$ cat src/sv/fcd_pkg.sv
`default_nettype none

package fcd_pkg;

	localparam int MaxRows = 1024;
	localparam int MaxCols = 1024;

	localparam int ColW  = $clog2(MaxCols);
	localparam int ColNW = $clog2(MaxCols + 1);
	localparam int RowW  = $clog2(MaxRows + 1);
	localparam int CellW = 10;
	localparam int CfgW  = 11;
	localparam int IdxW  = 3;

	localparam logic [IdxW-1:0] RegGridRows   = IdxW'(0);
	localparam logic [IdxW-1:0] RegGridCols   = IdxW'(1);
	localparam logic [IdxW-1:0] RegFreeCode   = IdxW'(2);
	localparam logic [IdxW-1:0] RegUnknown    = IdxW'(3);
	localparam logic [IdxW-1:0] RegMinUnknown = IdxW'(4);

	localparam int RstRows = (MaxRows < 1024) ? MaxRows : 1024;
	localparam int RstCols = (MaxCols < 1024) ? MaxCols : 1024;

	typedef struct packed {
		logic [7:0] occupancy;
		logic       flush;
	} occ_item_t;

	typedef struct packed {
		logic [CellW-1:0] cell_x;
		logic [CellW-1:0] cell_y;
		logic             is_frontier;
		logic [3:0]       unknown_count;
		logic             last_of_item;
		logic             frame_done;
	} result_t;

	typedef struct packed {
		logic [RowW-1:0]  rows;
		logic [ColNW-1:0] cols;
		logic [7:0]       free_code;
		logic [7:0]       unknown_code;
		logic [3:0]       min_unknown;
	} cfg_t;

	typedef struct packed {
		logic            valid;
		logic [7:0]      top;
		logic [7:0]      mid;
		logic [7:0]      bot;
		logic [ColW-1:0] x;
		logic [RowW-1:0] y;
		logic            end_row;
	} col_t;

	typedef struct packed {
		logic [1:0] count;
		result_t    first;
		result_t    second;
	} dec_t;

endpackage

`default_nettype wire

$ cat src/sv/fcd_if.sv
`default_nettype none


interface fcd_res_if;
	import fcd_pkg::*;
	logic    valid;
	logic    ready;
	result_t data;
	modport source (output valid, output data, input ready);
	modport sink (input valid, input data, output ready);
endinterface

`default_nettype wire

$ cat src/sv/fcd_out_buf.sv
`default_nettype none

module fcd_out_buf (
	input  wire logic          clk,
	input  wire logic          arst_n,
	input  wire fcd_pkg::dec_t dec,
	input  wire logic          advance,
	output logic               can_take,
	fcd_res_if.source          result
);

	import fcd_pkg::*;

	logic [1:0] cnt_q;
	result_t    r0_q;
	result_t    r1_q;
	logic       pop;

	assign result.valid = cnt_q != 2'd0;
	assign result.data  = r0_q;
	assign pop          = result.valid && result.ready;
	assign can_take     = (cnt_q == 2'd0) || ((cnt_q == 2'd1) && result.ready);

	always_ff @(posedge clk or negedge arst_n) begin
		if (!arst_n) begin
			cnt_q <= 2'd0;
		end else if (advance) begin
			cnt_q <= dec.count;
		end else if (pop) begin
			cnt_q <= cnt_q - 2'd1;
		end
	end

	always_ff @(posedge clk) begin
		if (advance) begin
			r0_q <= dec.first;
			r1_q <= dec.second;
		end else if (pop) begin
			r0_q <= r1_q;
		end
	end

endmodule

`default_nettype wire

$ cat src/flat_wrapper.sv
// flat-port wrapper written by rule: the top's interface ports become plain ports
module fcd_out_buf_flat import fcd_pkg::*;
  (clk, arst_n, dec, advance, can_take, result_valid, result_data, result_ready);
  fcd_res_if result_i ();
  input  wire logic clk;
  input  wire logic arst_n;
  input  wire fcd_pkg::dec_t dec;
  input  wire logic advance;
  output logic can_take;
  output wire logic [$bits(result_i.valid)-1:0] result_valid;
  output wire logic [$bits(result_i.data)-1:0] result_data;
  input wire logic [$bits(result_i.ready)-1:0] result_ready;
  assign result_valid = result_i.valid;
  assign result_data = result_i.data;
  assign result_i.ready = result_ready;
  fcd_out_buf u_core (.clk(clk), .arst_n(arst_n), .dec(dec), .advance(advance), .can_take(can_take), .result(result_i));
endmodule
$ cat config.mk
export PLATFORM = sky130hd
export DESIGN_NAME = fcd_out_buf_flat
export DESIGN_NICKNAME = d
export VERILOG_FILES = /design/src/sv/fcd_pkg.sv /design/src/sv/fcd_if.sv /design/src/sv/fcd_out_buf.sv /design/src/flat_wrapper.sv
export SDC_FILE = /design/constraint.sdc
export NUM_CORES = 1
export LEC_CHECK = 0
export ABC_AREA = 1
export BUFFER_PORTS_ARGS = -buffer_cell sky130_fd_sc_hd__buf_2
export CORE_ASPECT_RATIO = 0.7
export CORE_MARGIN = 1
export CORE_UTILIZATION = 42
export CTS_CLUSTER_DIAMETER = 100
export DETAILED_ROUTE_END_ITERATION = 6
export PLACE_DENSITY = 0.74
export SLEW_MARGIN = 5
export SYNTH_ARGS = -nofsm -noshare
export SYNTH_HDL_FRONTEND = slang
export SYNTH_SLANG_ARGS = --single-unit
export TNS_END_PERCENT = 10
$ cat constraint.sdc
create_clock -name clk -period 1.4 [get_ports clk]
set_input_delay 0.21 -clock clk [delete_from_list [all_inputs] [get_ports clk]]
set_output_delay 0.21 -clock clk [all_outputs]
set_load 0.1 [all_outputs]
; ---- Yosys cells after proc, flatten, opt, wreduce, memory -nomap -nowiden
; Index checks and enable logic that the tools add are counted.
[totals]
register_bits = 56
in_bits = 60
out_inout_bits = 29
word_cells = 25
[classes]
addsub = 1
eq_ne = 1
muxes = 4
reduce_logical = 6
[op_table]
columns = operator, count
row1 = 27-bit 2-to-1 mux, 2
row2 = 2-bit 2-to-1 mux, 2
row3 = 2-bit nonzero test, 2
row4 = 2-bit by 1-bit == test with 1-bit output (second input constant), 1
row5 = 1-bit logical AND, 2
row6 = 2-bit zero test, 1
row7 = 2-bit by 1-bit subtractor with 2-bit output (second input constant), 1
row8 = 1-bit logical OR, 1

; ---- Depth between registers and ports, before layout
[depth]
word_depth = 4
ltp_mapped = 7
mapped_depth_nobuf = 7

; ---- Worst setup path after synthesis
; OpenSTA, ideal clock, no wires.
[synth_timing]
path_type = register to register
start = register u_core.cnt_q[0]
end = register u_core.r0_q (netlist bit u_core.result.data[0]) (enable)
t_arrival_ns = 1.855
setup_slack_ns = -0.826
path_stages_with_launch = 6
path_buffers = 0
synth_period_minus_slack_ns = 2.226
cell_sequence = dfrtp_1 -> inv_1 -> ha_1 -> inv_1 -> nand2_1 -> nand2_2
[synth_via]
elab_chain_len = 3
[synth_rtl]
columns = element, line
row1 = from (decl), fcd_out_buf.sv:14  ; logic [1:0] cnt_q;
row2 = from (signal assigned), fcd_out_buf.sv:28  ; cnt_q <= dec.count;
row3 = from (signal assigned), fcd_out_buf.sv:30  ; cnt_q <= cnt_q - 2'd1;
row4 = 2-bit nonzero test, fcd_out_buf.sv:19  ; assign result.valid = cnt_q != 2'd0;
row5 = via result_valid, flat_wrapper.sv:10  ; output wire logic [$bits(result_i.valid)-1:0] result_valid;
row6 = 1-bit logical AND, fcd_out_buf.sv:21  ; assign pop = result.valid && result.ready;
row7 = 2-bit nonzero test (no line), --
row8 = to (signal assigned), fcd_out_buf.sv:36  ; r0_q <= dec.first;
row9 = to (signal assigned), fcd_out_buf.sv:39  ; r0_q <= r1_q;
row10 = to (decl), fcd_out_buf.sv:15  ; result_t r0_q;
; The timed path passes the listed nets, and every way through them passes these cells.
; A chain may end at the register's enable or synchronous reset.

; ---- Worst setup path in the final report
[layout_timing]
start = register u_core.cnt_q[1]
end = output port can_take
[layout_via]
elab_chain_len = 3
word_cells_on_any_way = 4
[layout_rtl]
columns = element, line
row1 = 2-bit by 1-bit == test with 1-bit output, fcd_out_buf.sv:22  ; assign can_take = (cnt_q == 2'd0) || ((cnt_q == 2'd1) && result.ready);
row2 = 1-bit logical AND, fcd_out_buf.sv:22
row3 = 1-bit logical OR *, fcd_out_buf.sv:22
row4 = to (decl), flat_wrapper.sv:9  ; output logic can_take;
; Every way passes the cells marked *; elsewhere a longest branch is shown, timed or not.

==> flow_summary_export.csv <==
group,metric,value,unit
outcome,status,"finished, violations left",
outcome,violations,"setup timing",
grt,grt_antenna_before_repair,0,
final_layout,fin_nets,326,
power,internal_power,2.93,mW
sta,fin_ws,-140,ps
sta,hold_violations,0,
sta,finalClockSkew,4.75,ps
floorplan,die_area,0.00531,mm2
placed_design,place_congestion,0.779,
cts,path_clk_slew,90,ps
power,switchingPower,1.73,mW
power,ir_drop,0.000602,V
yosys,synth.distinct_cells,11,
detailed_routing,routed_wl,4070,um
yosys,syn_avg_cell_area,12.9,um2
cts,clock_path_buffers,2,
critical_path,worstPathMaxFanout,3,
detailed_routing,vias,1444,
yosys,ys.flop_type,"edfxtp_1",
floorplan,core,0.00481,mm2
placed_design,dp_hpwl,2660,um
cts,h-tree-depth,2,
final_layout,antenna_cells,0,
floorplan,die_w,86.6,um
yosys,syn_nets,225,
sta,tightest_slew,499,ps
yosys,netlist_instances,163,
grt,grtUsageTotal,0.158,
critical_path,reg2reg_slack,-50,ps
cts,cts_root_buffer,"clkbuf_8",
detailed_routing,drc,0,
final_layout,drive_gt1_frac,0.438,
cts,clk_latency,300,ps
yosys,synth_edf_count,54,
yosys,synthArstFlopShare,0.0357,
critical_path,start_kind,"flip-flop",
yosys,yosysTopAreaCell,"edfxtp_1",
power,pwr-share-seq,0.452,
final_layout,area_delta_synth_final,38.4,%
grt,overflow,0,
detailed_routing,ant_nets,0,
detailed_routing,vias_per_cell,4.32,
sta,setup_tns,-1060,ps
cts,cts_tree,"built",
yosys,synth_warnings,0,
sta,fmax,0.649,GHz
cts,cts_sinks,56,
placed_design,numPortBuffers,88,
yosys,yosysMostFrequentCell,"nand2_1",
power,power.density,1600,mW/mm2
sta,period_share,1.10,
critical_path,critPathArrivalTime,1330,ps
detailed_routing,drtIter0Drc,69,
floorplan,start_util,0.438,
grt,grt_pass1_vias,1276,
floorplan,num_rows,21,
job,cap_viol_max_count,0,
sta,slew_viol_final,0,
floorplan,io_pins,89,
sta,slew_headroom,0.669,
power,swShare,0.372,
sta,post-route-min-period,1540,ps
final_layout,fillCellCount,408,
power,p_leak,1.35,nW
critical_path,critPathRequiredTime,1190,ps
grt,grt_pass1_wl,5950,um
detailed_routing,wire_per_inst,12.2,um
critical_path,setup.worst_path.end_class,"output pin",
yosys,synth.top_cells.by_area,"edfxtp_1, nand2_1, dfrtp_1",
floorplan,die_y,61.2,um
cts,numCtsBuffers,5,
sta,rsz0062_at_grt,"true",
power,pwr-share-comb,0.331,
final_layout,fin_util,0.606,
grt,grt_max_degree,24,
yosys,synth_top_area_frac,0.770,
yosys,ys_seq_area_frac,0.794,
power,power,4.66,mW
detailed_routing,drtPass1Iterations,6,
critical_path,path_class,"flip-flop to output pin",
yosys,synth_common_cells,"nand2_1, edfxtp_1, buf_2",
power,clockPowerShare,0.217,
yosys,ys_ff_latch,56,
yosys,syn_area,0.00211,mm2
sta,setup_viol,31,
hold_path,min_path_type,"input port to flip-flop",
## cells by family (layout without fill, tap and decap cells)
| group | count (synthesis) | count (layout) | synth area share |
|---|---|---|---|
| compound gates | 2 | 2 | 0.00475 |
| buf+inv | 10 | 109 | 0.0214 |
| fa+ha+maj | 2 | 2 | 0.0119 |
| simple gates | 93 | 96 | 0.168 |
| flops | 56 | 56 | 0.794 |
## cells in the final DEF (no fill, tap or decap), drive strengths merged
cell type    count
o21ai            2
dlygate4sd3      1
inv              3
bufinv           1
clkbuf           6
nand3            2
clkinvlp         1
edfxtp          54
dfrtp            2
buf             96
ha               2
nand2           94
clkinv           1
## worst paths after layout
kind	endpoint	cells past startpoint	start
min	u_core.r1_q[1]	1	dec[1]
min reg2reg	u_core.result.data[10]	2	u_core.r1_q[10]
min in group asynchronous	u_core.cnt_q[1]	2	arst_n
max reg2reg	u_core.result.data[24]	6	u_core.cnt_q[1]
max	can_take	5	u_core.cnt_q[1]
max in group asynchronous	u_core.cnt_q[0]	2	arst_n
## what timing repair did
item / CTS / global route
setup endpoints to repair: 31 / 31
hold buffers: 1 / 0
hold endpoints to repair: 2 / 0
pin swaps: 3 / 1
gates resized for setup: 7 / 1
cloned: 2 / 1
buffers inserted: 1 / 1
## critical path, cell delays in order, from the launching register on
cell and delay, ps:
dfrtp_1 410, inv_2 90, ha_4 140, clkinvlp_4 130, nand2_4 90, buf_12 170
## power by group through the flow
stage / registers (mW) / clock network [mW] / logic [mW]
after floorplan: 2.89 / 0 / 0.354
after global placement: 2.13 / 0 / 1.42
after detailed placement: 2.14 / 0 / 1.44
after CTS: 2.11 / 1.04 / 1.51
after global routing: 2.12 / 1.10 / 1.61
final: 2.10 / 1.01 / 1.54
## sequential cells by signal, indices dropped and copies added, names as in the netlist
register,cells
u_core.r1_q,27
u_core.result.data,27
u_core.cnt_q,2
## through the flow
step	hold slack, ps	cells	cell area, um2	setup WS (ps)
after CTS	68.2	332	2890	-130
after floorplan	-85.6	163	2140	-394
final	77.2	334	2920	-140
after global placement	-3.10	320	2710	30.0
after detailed placement	3.52	320	2710	-31.7
after global routing	58.4	334	2920	-202
## metal layers
metal  vias up  track usage  routed length [um]
met5         -            0                   0
met4         0       0.0500                  31
met3         5       0.0536                 363
met2        64        0.266                1920
met1       630        0.198                1760
li1        745            -                   -
## layout make-up
type	count	area [um2]	area share
Multi-Input combinational cell	100	487	0.167
Timing Repair Buffer	97	544	0.187
Clock buffer	6	72.6	0.0249
Inverter	4	18.8	0.00644
Clock inverter	2	35.0	0.0120
Sequential cell	56	1670	0.573
Tap cell	69	86.3	0.0296
Power figures use the tool's default switching activity.
