[config.mk]
export PLATFORM = sky130hd
export DESIGN_NAME = fcd_window
export DESIGN_NICKNAME = d
export VERILOG_FILES = /design/src/sv/fcd_pkg.sv /design/src/sv/fcd_window.sv
export SDC_FILE = /design/constraint.sdc
export NUM_CORES = 1
export LEC_CHECK = 0
export BUFFER_PORTS_ARGS = -buffer_cell sky130_fd_sc_hd__buf_2
export CORE_MARGIN = 2
export CORE_UTILIZATION = 55
export CTS_CLUSTER_SIZE = 25
export DETAILED_ROUTE_END_ITERATION = 10
export PLACE_DENSITY = 0.9
export SKIP_LAST_GASP = 1
export SLEW_MARGIN = 30
export SYNTH_ARGS = -nofsm -noshare
export SYNTH_HDL_FRONTEND = slang
export SYNTH_SLANG_ARGS = --single-unit
[constraint.sdc]
create_clock -name clk -period 20.1 [get_ports clk]
set_input_delay 1.005 -clock clk [delete_from_list [all_inputs] [get_ports clk]]
set_output_delay 1.005 -clock clk [all_outputs]
set_load 0.01 [all_outputs]
[src/sv/fcd_pkg.sv]
`default_nettype none

package fcd_pkg;

	localparam int MaxRows = 1024;
	localparam int MaxCols = 1024;

	localparam int ColW  = $clog2(MaxCols);
	localparam int ColNW = $clog2(MaxCols + 1);
	localparam int RowW  = $clog2(MaxRows + 1);
	localparam int CellW = 10;
	localparam int CfgW  = 11;
	localparam int IdxW  = 3;

	localparam logic [IdxW-1:0] RegGridRows   = IdxW'(0);
	localparam logic [IdxW-1:0] RegGridCols   = IdxW'(1);
	localparam logic [IdxW-1:0] RegFreeCode   = IdxW'(2);
	localparam logic [IdxW-1:0] RegUnknown    = IdxW'(3);
	localparam logic [IdxW-1:0] RegMinUnknown = IdxW'(4);

	localparam int RstRows = (MaxRows < 1024) ? MaxRows : 1024;
	localparam int RstCols = (MaxCols < 1024) ? MaxCols : 1024;

	typedef struct packed {
		logic [7:0] occupancy;
		logic       flush;
	} occ_item_t;

	typedef struct packed {
		logic [CellW-1:0] cell_x;
		logic [CellW-1:0] cell_y;
		logic             is_frontier;
		logic [3:0]       unknown_count;
		logic             last_of_item;
		logic             frame_done;
	} result_t;

	typedef struct packed {
		logic [RowW-1:0]  rows;
		logic [ColNW-1:0] cols;
		logic [7:0]       free_code;
		logic [7:0]       unknown_code;
		logic [3:0]       min_unknown;
	} cfg_t;

	typedef struct packed {
		logic            valid;
		logic [7:0]      top;
		logic [7:0]      mid;
		logic [7:0]      bot;
		logic [ColW-1:0] x;
		logic [RowW-1:0] y;
		logic            end_row;
	} col_t;

	typedef struct packed {
		logic [1:0] count;
		result_t    first;
		result_t    second;
	} dec_t;

endpackage

`default_nettype wire

[src/sv/fcd_window.sv]
`default_nettype none

module fcd_window (
	input  wire logic          clk,
	input  wire logic          arst_n,
	input  wire fcd_pkg::cfg_t cfg,
	input  wire fcd_pkg::col_t col,
	input  wire logic          advance,
	output fcd_pkg::dec_t      dec
);

	import fcd_pkg::*;

	logic [2:0][7:0]      c1_q;
	logic [2:0][7:0]      c2_q;
	logic [2:0][2:0][7:0] win;
	logic [RowW-1:0]      cy;
	logic                 has_a;
	logic                 has_b;
	result_t              res_a;
	result_t              res_b;

	function automatic result_t decide(
		input logic [2:0][2:0][7:0] w,
		input cfg_t                 c,
		input logic [RowW-1:0]      ry,
		input logic [ColW-1:0]      rx,
		input logic                 at_end,
		input logic                 last
	);
		result_t    r;
		logic       top_ok;
		logic       mid_ok;
		logic       bot_ok;
		logic       left_ok;
		logic       ctr_ok;
		logic       right_ok;
		logic [1:0] cl;
		logic [1:0] cm;
		logic [7:0] hit;
		logic [3:0] cnt;
		top_ok   = (ry != '0) && (ry <= c.rows);
		mid_ok   = ry < c.rows;
		bot_ok   = (ry + RowW'(1)) < c.rows;
		left_ok  = (rx != '0) && (ColNW'(rx) <= c.cols);
		ctr_ok   = ColNW'(rx) < c.cols;
		right_ok = !at_end && ((ColNW'(rx) + ColNW'(1)) < c.cols);
		cl       = at_end ? 2'd1 : 2'd0;
		cm       = at_end ? 2'd2 : 2'd1;
		hit[0]   = top_ok && left_ok && (w[0][cl] == c.unknown_code);
		hit[1]   = top_ok && ctr_ok && (w[0][cm] == c.unknown_code);
		hit[2]   = top_ok && right_ok && (w[0][2] == c.unknown_code);
		hit[3]   = mid_ok && left_ok && (w[1][cl] == c.unknown_code);
		hit[4]   = mid_ok && right_ok && (w[1][2] == c.unknown_code);
		hit[5]   = bot_ok && left_ok && (w[2][cl] == c.unknown_code);
		hit[6]   = bot_ok && ctr_ok && (w[2][cm] == c.unknown_code);
		hit[7]   = bot_ok && right_ok && (w[2][2] == c.unknown_code);
		cnt      = 4'($countones(hit));
		r.cell_x        = CellW'(rx);
		r.cell_y        = CellW'(ry);
		r.unknown_count = cnt;
		r.is_frontier   = (w[1][cm] == c.free_code) && (cnt >= c.min_unknown);
		r.last_of_item  = last;
		r.frame_done    = (ry == c.rows - RowW'(1)) && (ColNW'(rx) == c.cols - ColNW'(1));
		return r;
	endfunction

	always_comb begin
		for (int r = 0; r < 3; r++) begin
			win[r][0] = c1_q[r];
			win[r][1] = c2_q[r];
		end
		win[0][2] = col.top;
		win[1][2] = col.mid;
		win[2][2] = col.bot;
	end

	assign cy    = col.y - RowW'(1);
	assign has_a = (col.y != '0) && (col.x != '0);
	assign has_b = (col.y != '0) && col.end_row;
	assign res_a = decide(win, cfg, cy, col.x - ColW'(1), 1'b0, !col.end_row);
	assign res_b = decide(win, cfg, cy, col.x, 1'b1, 1'b1);

	always_comb begin
		dec.count  = {1'b0, has_a} + {1'b0, has_b};
		dec.first  = has_a ? res_a : res_b;
		dec.second = res_b;
	end

	always_ff @(posedge clk or negedge arst_n) begin
		if (!arst_n) begin
			c1_q <= '0;
			c2_q <= '0;
		end else if (advance) begin
			c1_q <= c2_q;
			c2_q <= {col.bot, col.mid, col.top};
		end
	end

endmodule

`default_nettype wire

Yosys cells after proc, flatten, opt, wreduce, memory -nomap -nowiden
Index checks and enable logic that the tools add are counted.
W data, S select, Z words.
Word-level totals
  logic and storage cells: 89
  register bits: 48
  input bits: 92
  output and inout port bits: 56
Cells by class
  reduce and logical (&&, ||, !) cells: 40
  mux-type cells: 1
  equal/unequal tests: 14
  $lt $le $gt $ge: 10
  $add $sub $neg: 18
Operators by type and width (number)
  $eq A8 B8 Y1: 11
  $logic_and A1 B1 Y1: 35
  $lt A11 B11 Y1: 3
  $sub A11 B1 Y11 const B: 3
  $mux W27: 1
  $eq A10 B11 Y1: 2
  $le A10 B11 Y1: 2
  $lt A10 B11 Y1: 2
  $reduce_bool A11 Y1: 2
  $reduce_bool A10 Y1: 2
  $add A1 B1 Y2: 7
  $add A10 B1 Y11 const B: 1
  $add A11 B1 Y11 const B: 1
  $eq A11 B11 Y1: 1
  $le A11 B11 Y1: 1
  $sub A10 B1 Y10 const B: 1
  $ge A4 B4 Y1: 2
  $add A2 B2 Y3: 2
  $add A3 B2 Y4: 1
  $add A3 B3 Y4: 1
  $add A2 B1 Y3: 1
  $logic_not A1 Y1: 1

Logic depth before layout (Yosys ltp)
Gate-level depths: netlist (run 1).
  depth in word-level cells: 11
  depth in mapped cells: 28
  mapped depth without buffers: 27

Worst setup path after synthesis (run 1)
No wires, ideal clock.
  kind: input port to output port
  start point: input port col[1] in the netlist's numbering
  end point: output port dec[33] in the netlist's numbering
  stages on the path: 27
  buffers on the path: 1
  arrival time: 7.793 ns
  slack: 11.302 ns
  data required time: 19.095 ns
  path through: inv_1 > ha_1 > or3b_2 > clkbuf_1 > o21a_1 > nor2_1 > inv_1 > ha_1 > a21o_1 > a21o_1 > a21oi_1 > or4b_2 > a21oi_1 > nand4_1 > fa_1 > fa_1 > inv_1 > fa_1 > ha_1 > inv_1 > fa_1 > inv_1 > ha_1 > a21o_1 > a21o_1 > a21oi_1 > o41ai_1
RTL lines
  start: declaration: line fcd_window.sv:7  | input wire fcd_pkg::col_t col,
  end: declaration: line fcd_window.sv:9  | output fcd_pkg::dec_t dec

==> results of run 1 <==
## Yosys cell counts (all sizes together), types with 3 or more instances
master | count | area [µm²]
nor3b | 6 | 45.0
nor4b | 3 | 32.5
o21ai | 13 | 65.1
fa | 6 | 120
or3 | 3 | 23.8
dfrtp | 48 | 1200
and3 | 3 | 18.8
nand3 | 11 | 55.1
a21oi | 15 | 75.1
nor3 | 22 | 110
nand2 | 34 | 128
clkbuf | 17 | 63.8
xnor2 | 131 | 1150
xor2 | 42 | 375
a211oi | 3 | 22.5
a21o | 15 | 113
mux2 | 49 | 552
nor2b | 9 | 56.3
and4 | 3 | 26.3
o21a | 6 | 45.0
nor2 | 24 | 90.1
buf | 28 | 198
nor4 | 25 | 186
nand4 | 33 | 206
ha | 72 | 901
or4 | 7 | 63.8
inv | 59 | 221
## power breakdown
part           total (mW)  internal [mW]  leakage, nW  switching [mW]
sequential          0.120          0.109        0.562          0.0110
combinational       0.134         0.0637         2.59          0.0707
clock              0.0791         0.0451       0.0657          0.0340
## worst max-delay path, stage by stage
cell and delay (ns):
buf_2 0.14, inv_1 0.15, ha_1 0.22, or3b_2 0.53
o21a_1 0.21, nor2_1 0.40, inv_1 0.18, ha_1 0.33
a21o_1 0.16, a21o_1 0.16, a21oi_1 0.20, or4b_2 0.60
a21oi_1 0.39, nand4_1 0.21, fa_1 0.54, fa_1 0.54
inv_1 0.05, fa_1 0.54, ha_1 0.18, inv_1 0.06
fa_1 0.49, inv_1 0.05, ha_1 0.27, a21o_1 0.11
a21o_1 0.11, a21oi_1 0.06, o41ai_1 0.26, buf_2 0.20
## sequential cells by signal, indices dropped and copies added (netlist names)
name,cells
c1_q,24
c2_q,24
## kinds of logic (layout without fill, tap and decap cells)
group,Yosys count,in the layout,synth area share
multiplexers,49,49,0.0876
AO/OA/AOI/OAI,63,63,0.0651
flip-flops,48,48,0.191
XOR/XNOR,173,173,0.242
AND/OR/NAND/NOR,191,191,0.175
adder cells (fa/ha/maj),78,78,0.162
other,2,2,0.00119
buffers and inverters,104,211,0.0767
## metrics by stage
step                      cell area [µm²]  setup slack [ns]   util
final                                7110             10.73  0.628
after global routing                 7110             10.28  0.628
after CTS                            7110             10.76  0.628
after detailed placement             6970             10.75  0.615
after global placement               6940             10.92  0.613
after floorplan                      6300             11.30      -
## layer usage
layer	vias up	global-route usage	share of wire	routed length (µm)
li1	2645	-	-	-
met1	2567	0.325	0.42	6700
met2	183	0.456	0.49	7840
met3	38	0.0366	0.058	922
met4	0	0.0807	0.025	403
met5	-	0	0	0
## worst paths after layout
path	endpoint	slack (ns)	cells after the start
max reg2reg	c1_q[14]	19.26	1
min reg2reg	c1_q[4]	0.53	1
max in group asynchronous	c1_q[4]	18.97	1
min	c1_q[4]	0.53	1
min in group asynchronous	c2_q[15]	0.71	1
max	dec[33]	10.73	28
## cell type report
type | instances | share of cell area
multi-input cells | 556 | 0.650
flip-flops and latches | 48 | 0.169
repair buffers | 145 | 0.106
inverters | 59 | 0.0312
well taps | 143 | 0.0252
clock buffers | 5 | 0.0176
clock inverters | 2 | 0.00176
==> results.toml, run 1 <==
[clock_network]
clock_path_buffers = 2
post_cts_buffers = 0
root_buffer = "clkbuf_16"
cts_made_buffers = 5
clock_sinks = 48
cts_tree = "done"
clock_latency_ns = 0.29
post_cts_resized = 0
clk_pin_slew_ns = 0.06
ctsHoldBuffers = 0
htree_levels = 2

[final_layout]
layout_common_cells = "buf_2 (143), xnor2_1 (131), ha_1 (72)"
antenna_cells = 0
final_common_cell = "buf_2"
n_fill_cell = 937
seqCellArea_um2 = 1200
finalNetCount = 985
finalNonFillerCells = 958
syn_to_final_growth_pct = 12.8
drive_gt1_frac = 0.264
multiInputGateArea_um2 = 4620

[die]
core_um2 = 11300
rows = 39
start_util = 0.556
ios = 148
dieArea_um2 = 12300
die_w_um = 111
die_y_um = 111

[min_path]
hold_start = "c1_q[4]"
hold_path_class = "flop to flop"

[timing]
fmax_ghz = 0.107
tns_ns = 0
min_period_ns = 9.37
worst_pin_slew_ns = 0.828
rsz0062_at_grt = "false"
fin_crit_sh = 0.466
slew_violations = 0
relSlewSlack = 0.443
skew_ns = 0.00388
setup_viol = 0
holdWs_ns = 0.530
hold_viol = 0

[route]
wl_per_cell_um = 16.6
dr_total_vias = 5433
first_iter_violations = 284
drc = 0
firstDrtPassIters = 7
ant_nets = 0
routed_wl_um = 15900
drt-vias-per-instance = 5.67

[logic_synthesis]
synth_edf_count = 0
synth_flop_cell = "dfrtp_1"
syn_area_um2 = 6300
syn-mean-instance-area_um2 = 8.90
ys.warnings.count = 0
yosysSeqAreaShare = 0.191
synth_fp_nets = 878
synthArstFlopShare = 1.00
ys_ff_latch = 48
netlist_instances = 708
synth.distinct_cells = 52

[power_and_ir_drop]
powerDensity_nw_per_um2 = 46.9
leakage_nw = 3.22
ir_worst_vdd_uv = 72.7
finalPower_uw = 333

[worst_setup_path]
critPathLaunch = "col[1]"
setup.worst_path.class = "primary input to output port"
cp_max_fo = 7
start_kind = "primary input"
worstPathArrival_ns = 8.36
required_ns = 19.09
worst_setup_path_end_kind = "output port"
r2r_start = "c2_q[14]"

[global_route]
grtUsageTotal = 0.257
grt_pass1_vias = 5442
grt_start_max_net_pins = 49
grt-ovfl-total = 0
antenna_found_initial = 0
grt_pass1_wl_um = 26300

[placement]
portBuffers = 144
gp_congestion = 0.926
dp_cells = 951
place_hpwl_um = 12900

[status]
status = "finished, final reports clean"

[flow_run]
max-cap-violations = 0
Note: power is estimated with default switching activity, not from simulation.
==> inputs of run 2 (changes only) <==
Clock period 20.1 ns to 9.19 ns, I/O delays scaled along.
==> run 2 against run 1 <==
Via count is 0.18% higher. Sequential power rose by 120%. Design area grew 0.74%. Critical path depth is the same. Setup slack got worse by 9.8 ns. Critical endpoint unchanged. Highest routed layer unchanged.
==> results.toml, run 2 (same netlist as run 1, synthesis figures left out) <==
[power_and_ir_drop]
powerDensity_nw_per_um2 = 109
leakage_nw = 3.25
ir_worst_vdd_uv = 150

[final_layout]
antenna_cells = 0
n_fill_cell = 968
drive_gt1_frac = 0.266
multiInputGateArea_um2 = 4620
syn_to_final_growth_pct = 13.6
layout_common_cells = "buf_2 (143), xnor2_1 (131), ha_1 (72)"
finalNetCount = 986
seqCellArea_um2 = 1200
final_common_cell = "buf_2"
largestRegisters = "c1_q (24), c2_q (24)"

[timing]
relSlewSlack = 0.443
skew_ns = 0.00400
min_period_ns = 8.25
hold_viol = 0
tns_ns = 0
setup_viol = 0
fin_ws_ns = 0.937
slew_violations = 0
rsz0062_at_grt = "false"
worst_pin_slew_ns = 0.828
fmax_ghz = 0.121
fin_crit_sh = 0.898

[die]
die_y_um = 111
dieArea_um2 = 12300
ios = 148
rows = 39
start_util = 0.556
core_um2 = 11300
die_w_um = 111

[route]
drc = 0
firstDrtPassIters = 4
routed_wl_um = 16400
ant_nets = 0
dr_total_vias = 5443
wl_per_cell_um = 17.1
first_iter_violations = 196
drt-vias-per-instance = 5.67

[clock_network]
clk_pin_slew_ns = 0.07
ctsHoldBuffers = 0
htree_levels = 2
root_buffer = "clkbuf_16"
clock_sinks = 48
clock_latency_ns = 0.29
post_cts_buffers = 0
cts_tree = "done"
clock_path_buffers = 2
cts_made_buffers = 5
post_cts_resized = 0

[worst_setup_path]
worstPathArrival_ns = 7.79
start_kind = "primary input"
crit_slowest_cell = "or4b_2"
cpMostUsedCell = "inv_1"
worst_setup_path_end_kind = "output port"
required_ns = 8.73
r2r_slack_ns = 8.34
r2r_start = "c2_q[15]"
setup.worst_path.class = "primary input to output port"
cp_max_fo = 7
rr_worst_depth = 1
slowest_delay_ns = 0.60
timing.rr.end = "c1_q[15]"

[global_route]
antenna_found_initial = 0
grtUsageTotal = 0.265
grt_pass1_vias = 5619
grt_start_max_net_pins = 49
grt_pass1_wl_um = 27100
grt-ovfl-total = 0

[placement]
dp_slack_ns = 0.933
portBuffers = 144
gp_congestion = 0.918
place_hpwl_um = 13300

[status]
status = "finished, final reports clean"

[flow_run]
max-cap-violations = 0

[min_path]
hold_path_class = "primary input to asynchronous set/reset pin"
==> run 2: cell types whose count changed in the layout (fill, tap and decap cells not counted) <==
cell / change
bufinv_16: +1
clkinv_2: -1
buf_4: +1
clkbuf_8: +2
clkinvlp_4: -1
==> run 2: routing by layer <==
metal	global-route usage	vias to the layer above	share of wire
met1	0.335	2624	0.43
met3	0.0279	33	0.043
met2	0.475	143	0.50
met4	0.0872	0	0.025
met5	0	-	0
li1	-	2643	-
==> run 2: worst max-delay path by stage <==
stage | cells past startpoint | end | from
after global placement | 28 | dec[33] | col[1]
final | 28 | dec[33] | col[1]
after global routing | 28 | dec[33] | col[1]
after floorplan | 27 | dec[33] | col[1]
after detailed placement | 28 | dec[33] | col[1]
after CTS | 28 | dec[33] | col[1]
==> run 2: final cells by class <==
class | count | share of cell area
flip-flops and latches | 48 | 0.168
multi-input cells | 556 | 0.645
well taps | 143 | 0.0250
inverters | 59 | 0.0309
clock buffers | 7 | 0.0213
clock inverters | 1 | 0.00420
repair buffers | 146 | 0.106
==> run 2: through the flow <==
| stage | util | hold WS [ns] | cells | area [µm²] | power, mW |
|---|---|---|---|---|---|
| final | 0.632 | 0.174 | 960 | 7160 | 0.783 |
| after detailed placement | 0.616 | 0.503 | 952 | 6980 | 0.559 |
| after floorplan | - | 0.164 | 708 | 6300 | 0.469 |
| after global routing | 0.632 | 0.233 | 960 | 7160 | 0.826 |
| after global placement | 0.614 | 0.510 | 951 | 6950 | 0.542 |
| after CTS | 0.632 | 0.196 | 960 | 7160 | 0.782 |
==> run 2: worst max-delay path: cells and delay by family <==
family                   cells  cell delay [ns]
AO/OA/AOI/OAI                9             1.72
adder cells (fa/ha/maj)      8             3.09
buffers and inverters        7             0.77
AND/OR/NAND/NOR              4             1.74
==> run 2: power by group <==
part | internal, mW | switching [mW] | leakage [nW] | total [mW]
sequential | 0.238 | 0.0245 | 0.562 | 0.262
clock | 0.143 | 0.0795 | 0.0901 | 0.223
combinational | 0.140 | 0.158 | 2.59 | 0.298
total | 0.522 | 0.262 | 3.25 | 0.783
